===== src/bcc_pkg.sv =====
// Shared types and constants for the button click classifier.
package bcc_pkg;

    // Event codes held per button and returned by a read
    typedef enum logic [2:0] {
        EV_OPEN     = 3'd0,
        EV_CLICKED  = 3'd1,
        EV_DOUBLE   = 3'd2,
        EV_HELD     = 3'd3,
        EV_RELEASED = 3'd4
    } event_t;

    // Item commands
    typedef enum logic {
        CMD_TICK = 1'b0,
        CMD_READ = 1'b1
    } command_t;

    // Configuration register indexes
    localparam int CFG_INDEX_W = 3;
    localparam int CFG_DATA_W  = 16;
    typedef enum logic [CFG_INDEX_W-1:0] {
        REG_ACTIVE_LEVEL  = 3'd0,
        REG_PRESENT_MASK  = 3'd1,
        REG_HOLD_TICKS    = 3'd2,
        REG_DOUBLE_WINDOW = 3'd3,
        REG_DOUBLE_ENABLE = 3'd4,
        REG_HOLD_ENABLE   = 3'd5
    } cfg_index_t;

    // Pins that exist on the item
    localparam int PIN_COUNT = 3;

    // Window value loaded in single-click mode
    localparam int SINGLE_CLICK_WINDOW = 1;

    // Reset values of the configuration registers
    localparam logic                 RST_ACTIVE_LEVEL  = 1'b0;
    localparam logic [PIN_COUNT-1:0] RST_PRESENT_MASK  = 3'd7;
    localparam logic [15:0]          RST_HOLD_TICKS    = 16'd100;
    localparam logic [15:0]          RST_DOUBLE_WINDOW = 16'd60;
    localparam logic                 RST_DOUBLE_ENABLE = 1'b1;
    localparam logic                 RST_HOLD_ENABLE   = 1'b1;

    // Configuration seen by every button
    typedef struct packed {
        logic                 active_level;
        logic [PIN_COUNT-1:0] present_mask;
        logic [15:0]          hold_ticks;
        logic [15:0]          double_window_ticks;
        logic                 double_enable;
        logic                 hold_enable;
    } cfg_t;

endpackage


===== src/bcc_cfg.sv =====
// Configuration register file of the button click classifier.
module bcc_cfg (
    input  logic                            aclk,
    input  logic                            aresetn,
    input  logic                            cfg_wr_en,
    input  logic [bcc_pkg::CFG_INDEX_W-1:0] cfg_index,
    input  logic [bcc_pkg::CFG_DATA_W-1:0]  cfg_data,
    output bcc_pkg::cfg_t                   cfg
);

    bcc_pkg::cfg_t cfg_reg;
    bcc_pkg::cfg_t cfg_next;

    // Decode the write
    always_comb begin
        cfg_next = cfg_reg;
        if (cfg_wr_en) begin
            unique case (bcc_pkg::cfg_index_t'(cfg_index))
                bcc_pkg::REG_ACTIVE_LEVEL:  cfg_next.active_level = cfg_data[0];
                bcc_pkg::REG_PRESENT_MASK:
                    cfg_next.present_mask = cfg_data[bcc_pkg::PIN_COUNT-1:0];
                bcc_pkg::REG_HOLD_TICKS:    cfg_next.hold_ticks = cfg_data;
                bcc_pkg::REG_DOUBLE_WINDOW: cfg_next.double_window_ticks = cfg_data;
                bcc_pkg::REG_DOUBLE_ENABLE: cfg_next.double_enable = cfg_data[0];
                bcc_pkg::REG_HOLD_ENABLE:   cfg_next.hold_enable = cfg_data[0];
                default:                    cfg_next = cfg_reg;
            endcase
        end
    end

    // Hold the registers
    always_ff @(posedge aclk) begin
        if (!aresetn) begin
            cfg_reg.active_level        <= bcc_pkg::RST_ACTIVE_LEVEL;
            cfg_reg.present_mask        <= bcc_pkg::RST_PRESENT_MASK;
            cfg_reg.hold_ticks          <= bcc_pkg::RST_HOLD_TICKS;
            cfg_reg.double_window_ticks <= bcc_pkg::RST_DOUBLE_WINDOW;
            cfg_reg.double_enable       <= bcc_pkg::RST_DOUBLE_ENABLE;
            cfg_reg.hold_enable         <= bcc_pkg::RST_HOLD_ENABLE;
        end else begin
            cfg_reg <= cfg_next;
        end
    end

    assign cfg = cfg_reg;

endmodule


===== src/bcc_button.sv =====
// Per-button state and tick/read update of the button click classifier.
module bcc_button #(
    parameter int COUNT_WIDTH = 16
) (
    input  logic            aclk,
    input  logic            aresetn,
    input  bcc_pkg::cfg_t   cfg,
    input  logic            tick_en,
    input  logic            level,
    input  logic            clear_en,
    output bcc_pkg::event_t event_code
);

    localparam int CMP_W = (COUNT_WIDTH > 16) ? COUNT_WIDTH : 16;
    localparam logic [COUNT_WIDTH-1:0] CNT_MAX = '1;

    bcc_pkg::event_t        event_reg,  event_next;
    logic [COUNT_WIDTH-1:0] down_reg,   down_next;
    logic [COUNT_WIDTH-1:0] window_reg, window_next;

    logic [COUNT_WIDTH-1:0] down_inc;
    logic [COUNT_WIDTH-1:0] window_mid;
    logic [COUNT_WIDTH-1:0] window_load;
    bcc_pkg::event_t        event_mid;

    assign down_inc    = (down_reg == CNT_MAX) ? down_reg : down_reg + 1'b1;
    assign window_load = cfg.double_enable
                       ? COUNT_WIDTH'(cfg.double_window_ticks)
                       : COUNT_WIDTH'(bcc_pkg::SINGLE_CLICK_WINDOW);

    // Apply a tick or a read-clear
    always_comb begin
        event_mid   = event_reg;
        window_mid  = window_reg;
        down_next   = down_reg;
        event_next  = event_reg;
        window_next = window_reg;
        if (tick_en) begin
            if (level == cfg.active_level) begin
                // pressed: count down ticks, promote to held past the threshold
                down_next = down_inc;
                if ((CMP_W'(down_inc) > CMP_W'(cfg.hold_ticks)) && cfg.hold_enable) begin
                    event_mid = bcc_pkg::EV_HELD;
                end
            end else begin
                // released: classify the press just ended
                if (down_reg > COUNT_WIDTH'(1)) begin
                    if (event_reg == bcc_pkg::EV_HELD) begin
                        event_mid  = bcc_pkg::EV_RELEASED;
                        window_mid = '0;
                    end else if (window_reg > COUNT_WIDTH'(bcc_pkg::SINGLE_CLICK_WINDOW)) begin
                        if (window_reg < COUNT_WIDTH'(cfg.double_window_ticks)) begin
                            event_mid  = bcc_pkg::EV_DOUBLE;
                            window_mid = '0;
                        end
                    end else begin
                        window_mid = window_load;
                    end
                end
                down_next = '0;
            end
            // run the click window down; expiry reports a click
            event_next  = event_mid;
            window_next = window_mid;
            if (window_mid != '0) begin
                window_next = window_mid - 1'b1;
                if (window_mid == COUNT_WIDTH'(1)) begin
                    event_next = bcc_pkg::EV_CLICKED;
                end
            end
        end else if (clear_en) begin
            if (event_reg != bcc_pkg::EV_HELD && event_reg != bcc_pkg::EV_OPEN) begin
                event_next = bcc_pkg::EV_OPEN;
            end
        end
    end

    // Hold the button state
    always_ff @(posedge aclk) begin
        if (!aresetn) begin
            event_reg  <= bcc_pkg::EV_OPEN;
            down_reg   <= '0;
            window_reg <= '0;
        end else begin
            event_reg  <= event_next;
            down_reg   <= down_next;
            window_reg <= window_next;
        end
    end

    assign event_code = event_reg;

endmodule


===== src/button_click_classifier.sv =====
// Top level of the button click classifier: item stage, buttons and result register.
// Classifies click, double-click, held and released events for up to BUTTONS buttons
// (only the first three have a pin bit and a present bit). A tick item (command 0)
// updates every wired button with its present bit set and returns no result; a read
// item (command 1) returns the event of button s_which and clears it to open unless
// it is held; an index of BUTTONS or more reads open. The block takes one item per
// cycle unless a read waits for the result slot: an item is captured in an input
// register and then handled by the per-button update logic, and a read's result is
// then held in the result register. A waiting result stalls only further reads;
// ticks pass it by. Write configuration only while no item is in flight.
module button_click_classifier #(
    parameter int BUTTONS     = 3,
    parameter int COUNT_WIDTH = 16
) (
    input  logic                            aclk,
    input  logic                            aresetn,
    input  logic                            cfg_wr_en,
    input  logic [bcc_pkg::CFG_INDEX_W-1:0] cfg_index,
    input  logic [bcc_pkg::CFG_DATA_W-1:0]  cfg_data,
    input  logic                            s_valid,
    output logic                            s_ready,
    input  logic                            s_command,
    input  logic [2:0]                      s_levels,
    input  logic [1:0]                      s_which,
    output logic                            m_valid,
    input  logic                            m_ready,
    output logic [2:0]                      m_button_event
);

    bcc_pkg::cfg_t cfg;

    logic                   stage_valid_reg, stage_valid_next;
    bcc_pkg::command_t      stage_cmd_reg;
    logic [2:0]             stage_levels_reg;
    logic [1:0]             stage_which_reg;
    logic                   out_valid_reg, out_valid_next;
    bcc_pkg::event_t        out_event_reg, out_event_next;

    logic                   out_free;
    logic                   stage_go;
    logic                   is_read;
    logic                   is_tick;
    logic [BUTTONS-1:0]     read_hit;
    bcc_pkg::event_t        event_code [BUTTONS];
    logic [2:0]             read_event;

    bcc_cfg u_cfg (
        .aclk      (aclk),
        .aresetn   (aresetn),
        .cfg_wr_en (cfg_wr_en),
        .cfg_index (cfg_index),
        .cfg_data  (cfg_data),
        .cfg       (cfg)
    );

    // Handshake: a read needs a free result slot, a tick never waits
    assign out_free = !out_valid_reg || m_ready;
    assign is_read  = stage_cmd_reg == bcc_pkg::CMD_READ;
    assign is_tick  = stage_cmd_reg == bcc_pkg::CMD_TICK;
    assign stage_go = stage_valid_reg && (is_tick || out_free);
    assign s_ready  = !stage_valid_reg || stage_go;

    // Per-button state
    for (genvar i = 0; i < BUTTONS; i++) begin : g_button
        logic tick_en;
        logic level;
        if (i < bcc_pkg::PIN_COUNT) begin : g_pin
            assign tick_en = stage_go && is_tick && cfg.present_mask[i];
            assign level   = stage_levels_reg[i];
        end else begin : g_nopin
            assign tick_en = 1'b0;
            assign level   = 1'b0;
        end
        assign read_hit[i] = is_read && (32'(stage_which_reg) == i);

        bcc_button #(
            .COUNT_WIDTH (COUNT_WIDTH)
        ) u_button (
            .aclk       (aclk),
            .aresetn    (aresetn),
            .cfg        (cfg),
            .tick_en    (tick_en),
            .level      (level),
            .clear_en   (stage_go && read_hit[i]),
            .event_code (event_code[i])
        );
    end

    // Select the read button's event; an index out of range reads open
    always_comb begin
        read_event = 3'(bcc_pkg::EV_OPEN);
        for (int i = 0; i < BUTTONS; i++) begin
            if (read_hit[i]) begin
                read_event = event_code[i];
            end
        end
    end

    // Advance the input stage and the result register
    always_comb begin
        stage_valid_next = stage_valid_reg;
        if (s_valid && s_ready) begin
            stage_valid_next = 1'b1;
        end else if (stage_go) begin
            stage_valid_next = 1'b0;
        end

        out_valid_next = out_valid_reg;
        out_event_next = out_event_reg;
        if (out_valid_reg && m_ready) begin
            out_valid_next = 1'b0;
        end
        if (stage_go && is_read) begin
            out_valid_next = 1'b1;
            out_event_next = bcc_pkg::event_t'(read_event);
        end
    end

    always_ff @(posedge aclk) begin
        if (!aresetn) begin
            stage_valid_reg <= 1'b0;
            out_valid_reg   <= 1'b0;
        end else begin
            stage_valid_reg <= stage_valid_next;
            out_valid_reg   <= out_valid_next;
        end
    end

    // Payload registers
    always_ff @(posedge aclk) begin
        if (s_valid && s_ready) begin
            stage_cmd_reg    <= bcc_pkg::command_t'(s_command);
            stage_levels_reg <= s_levels;
            stage_which_reg  <= s_which;
        end
        out_event_reg <= out_event_next;
    end

    assign m_valid        = out_valid_reg;
    assign m_button_event = out_event_reg;

endmodule

===== config.mk =====
export PLATFORM = sky130hd
export DESIGN_NAME = button_click_classifier
export DESIGN_NICKNAME = d
export VERILOG_FILES = /design/src/bcc_pkg.sv /design/src/bcc_cfg.sv /design/src/bcc_button.sv /design/src/button_click_classifier.sv
export SDC_FILE = /design/constraint.sdc
export NUM_CORES = 1
export LEC_CHECK = 0
export ABC_AREA = 1
export BUFFER_PORTS_ARGS = -buffer_cell sky130_fd_sc_hd__buf_2
export CORE_MARGIN = 1
export CORE_UTILIZATION = 45
export CTS_BUF_LIST = sky130_fd_sc_hd__clkbuf_4 sky130_fd_sc_hd__clkbuf_8
export DETAILED_ROUTE_END_ITERATION = 8
export PLACE_DENSITY_LB_ADDON = 0.1
export SYNTH_ARGS = -nofsm -noshare
export SYNTH_HDL_FRONTEND = slang
export SYNTH_SLANG_ARGS = --single-unit

===== constraint.sdc =====
create_clock -name aclk -period 3.5 [get_ports aclk]
set_input_delay 0.175 -clock aclk [delete_from_list [all_inputs] [get_ports aclk]]
set_output_delay 0.175 -clock aclk [all_outputs]
set_load 0.005 [all_outputs]

==> reports/qor.yml <==
crit_slowest_cell: "dfxtp_1"
io_buffer_count: 34
worstMarginPinSlew_ns: 0.9757
cp_cell_sequence: "ha_1, nand4_1, nor2_2, inv_1, nor3_1, nand4_1, buf_4, o21ai_0, ha_1, inv_1, o21bai_1, a21boi_0, o221ai_1, nand2_1, o211ai_1, nand3_1, nand3_1, nand3b_1, a21oi_1"
area_growth_pct: 9.512
synth_largest_area_cell: "dfxtp_1"
synth-edff-count: 9
start_util_pct: 45.64
postSynthAreaPerCell_um2: 6.207
num_rows: 61
finalSetupViolations: 0
dieHeight_um: 169.9
worstSetupStartpointType: "flop"
dieArea_mm2: 0.02886
yosysWarnings: 0
numCtsBuffers: 17
end_kind: "flop"
antenna_cells: 0
relSlewSlack_pct: 34.88
grt_util_all_layers_pct: 28.61
nets: 2222
cts_tree: "built"
place_area_mm2: 0.01319
yosysSeqAreaShare_pct: 25.02
synth_cell_types: 51
finalHoldViolCount: 0
antenna_found_initial: 0
gr-total-overflow: 0
pin_count: 35
synth_fp_nets: 2184
netlist.area_leader.share_pct: 22.89
grt_max_degree: 46
p_int_uw: 2937
timing.final.max_slew_violations: 0
async_reset_ff_share_pct: 0
hpwl_um: 30730
grt_pass1_vias: 12060
final_cell_area_mm2: 0.01389
via_per_inst: 5.297
ant_nets: 0
sequentialPowerShare_pct: 39.0
ys_ff_latch: 154
fin_skew_ns: 0.01800
wl_per_cell_um: 16.38
post-route-min-period_ns: 3.220
critical_path_class: "flop to flop"
worstSkewPairLatency_ns: 0.50
p_comb_share_pct: 31.4
crit_arrival_ns: 3.65
die_w_um: 169.9
hold_path_class: "input pin to flop"
drt-initial-drc-count: 1019
critical_path.max_stage_delay_ns: 0.36
ys.flop_type: "dfxtp_1"
required_ns: 3.93
htreeDepth: 4
swShare_pct: 39.79
leakage_uw: 0.006521
drive_gt1_share_pct: 8.739
critPathMaxFanout: 8
outcome: "completed"
fin_crit_sh_pct: 91.99
wirelength_um: 40490
cts.sinks: 154
cap_violations: 0
irDropWorstVdd_mv: 0.2052
clock_tree.root_cell: "clkbuf_8"
clockPowerShare_pct: 29.6
place_congestion: 0.9283
syn-cell-area_mm2: 0.01268
path_clk_slew_ns: 0.10
clock_path_buffers: 2
max_freq_mhz: 310.6
n_fill_cell: 2926
vias: 13100
syn_inst: 2043
core_mm2: 0.02778
switchingPower_uw: 1941
dr.pass1.iters: 5
p_per_area_mw_per_mm2: 351.3
drc_errors: 0
grt_pass1_wl_um: 63790
yosys-top-cells-area: "dfxtp_1 (23%), nand2_1 (17%), ha_1 (11%), a21oi_1 (8.2%), nor2_1 (7.3%)"
utilization_pct: 49.99
[per-stage QoR]
stage	hold WS [ns]	setup WS [ns]	setup TNS, ns	instances	total power [uW]
floorplan	0.2739	0.5081	0	2043	3090
global placement	0.3613	0.1541	0	2416	3410
detailed placement	0.3597	0.1011	0	2416	3432
CTS	0.002930	0.07755	0	2470	4890
global route	0.04162	-0.005718	-0.005718	2472	5178
finish	0.04130	0.2803	0	2472	4878
[worst max-delay path, delay by kind of cell, from the launching register on]
family	cells	cell delay, ns
AND/OR/NAND/NOR	8	1.10
AO/OA/AOI/OAI	6	0.82
adder cells (fa/ha/maj)	2	0.51
flip-flops	1	0.36
buffers and inverters	3	0.35
[power by group through the flow]
stage          combinational [uW]  sequential (uW)  clock, uW
6_report                     1530             1900       1440
3_3_place_gp                 1470             1940          0
5_1_grt                      1730             1910       1540
3_5_place_dp                 1490             1940          0
2_1_floorplan                1180             1910          0
4_1_cts                      1520             1900       1470
[what timing repair did]
action / in CTS / in global routing
hold buffers: 22 / 0
hold endpoints to repair: 35 / 0
gates resized for setup: 0 / 17
setup buffers: 0 / 2
endpoints found under the setup margin: 0 / 9
[synth_stat cells, types with 3 or more instances]
cell type	count
a21o_1	4
a31oi_1	13
clkinv_1	4
nand3_2	4
nor3_2	5
a21oi_2	7
nor4_1	9
o211ai_1	10
nor3_1	32
o21ai_0	106
nand4_1	34
a21boi_0	5
o21bai_1	4
a21oi_1	207
o221ai_1	6
buf_2	17
o21a_1	11
inv_2	6
nor2_1	246
dfxtp_1	145
clkbuf_1	38
nand3b_1	5
nor2_2	13
xnor2_1	8
edfxtp_1	9
o21ai_1	7
nor2_4	5
xor2_1	24
nand2_1	571
inv_1	242
nand3_1	80
nand2_2	22
buf_6	7
or2_2	3
ha_1	111
[placed cells by master (no fill, tap or decap), types with 3 or more instances in the layout]
cell             n
a21boi_0         4
a21o_1           4
a21oi_1        207
a21oi_2          7
a31oi_1         13
buf_2           34
buf_4           29
clkbuf_8        18
clkinv_1         4
dfxtp_1        141
dfxtp_2          4
dlygate4sd3_1   22
edfxtp_1         9
ha_1           110
inv_1          242
inv_2            6
inv_6            5
nand2_1        571
nand2_2         22
nand3_1         80
nand3_2          4
nand3b_1         5
nand4_1         34
nor2_1         240
nor2_2          18
nor2_4           6
nor3_1          31
nor3_2           6
nor4_1           8
o211ai_1        10
o21a_1          11
o21ai_0        106
o21ai_1          7
o21bai_1         4
o221ai_1         6
or2_2            3
xnor2_1          8
xor2_1          24
[layer usage]
| metal | wire length (um) | GRT usage, % | part of all wire (%) | vias to the layer above |
|---|---|---|---|---|
| met5 | 0 | 0 | 0 | - |
| met4 | 1239 | 10.89 | 3.1 | 0 |
| met3 | 1833 | 4.605 | 4.5 | 72 |
| met2 | 19280 | 49.13 | 48 | 301 |
| met1 | 18140 | 35.76 | 45 | 6011 |
| li1 | - | - | - | 6711 |
[final timing paths]
| kind | startpoint | endpoint | slack [ns] | cells past startpoint |
|---|---|---|---|---|
| worst min-delay path | cfg_data[15] | u_cfg.cfg[17] | 0.04 | 3 |
| worst max register to register | g_button[0].u_button.down_reg[1] | g_button[0].u_button.event_code[2] | 0.28 | 19 |
| worst max-delay path | g_button[0].u_button.down_reg[1] | g_button[0].u_button.event_code[2] | 0.28 | 19 |
| worst min register to register | g_button[0].u_button.event_code[1] | g_button[0].u_button.event_code[1] | 0.48 | 2 |
[layout make-up]
cell class	count	area [um2]	area share (%)
clock buffer	18	247.7	1.784
clock inverter	14	155.1	1.117
inverter	252	945.9	6.811
multi-input combinational	1571	8279	59.62
sequential	154	3178	22.88
tap	378	473.0	3.406
timing repair buffer	85	608.1	4.379
[cell families after synthesis]
| kind of cell | Yosys count | share of synthesized area [%] |
|---|---|---|
| simple gates | 1038 | 34.76 |
| fa+ha+maj | 111 | 10.95 |
| flops | 154 | 25.02 |
| xor+xnor | 34 | 2.467 |
| compound gates | 388 | 16.69 |
| buf+inv | 318 | 10.10 |
No activity file was read; power rests on OpenSTA's default activity.
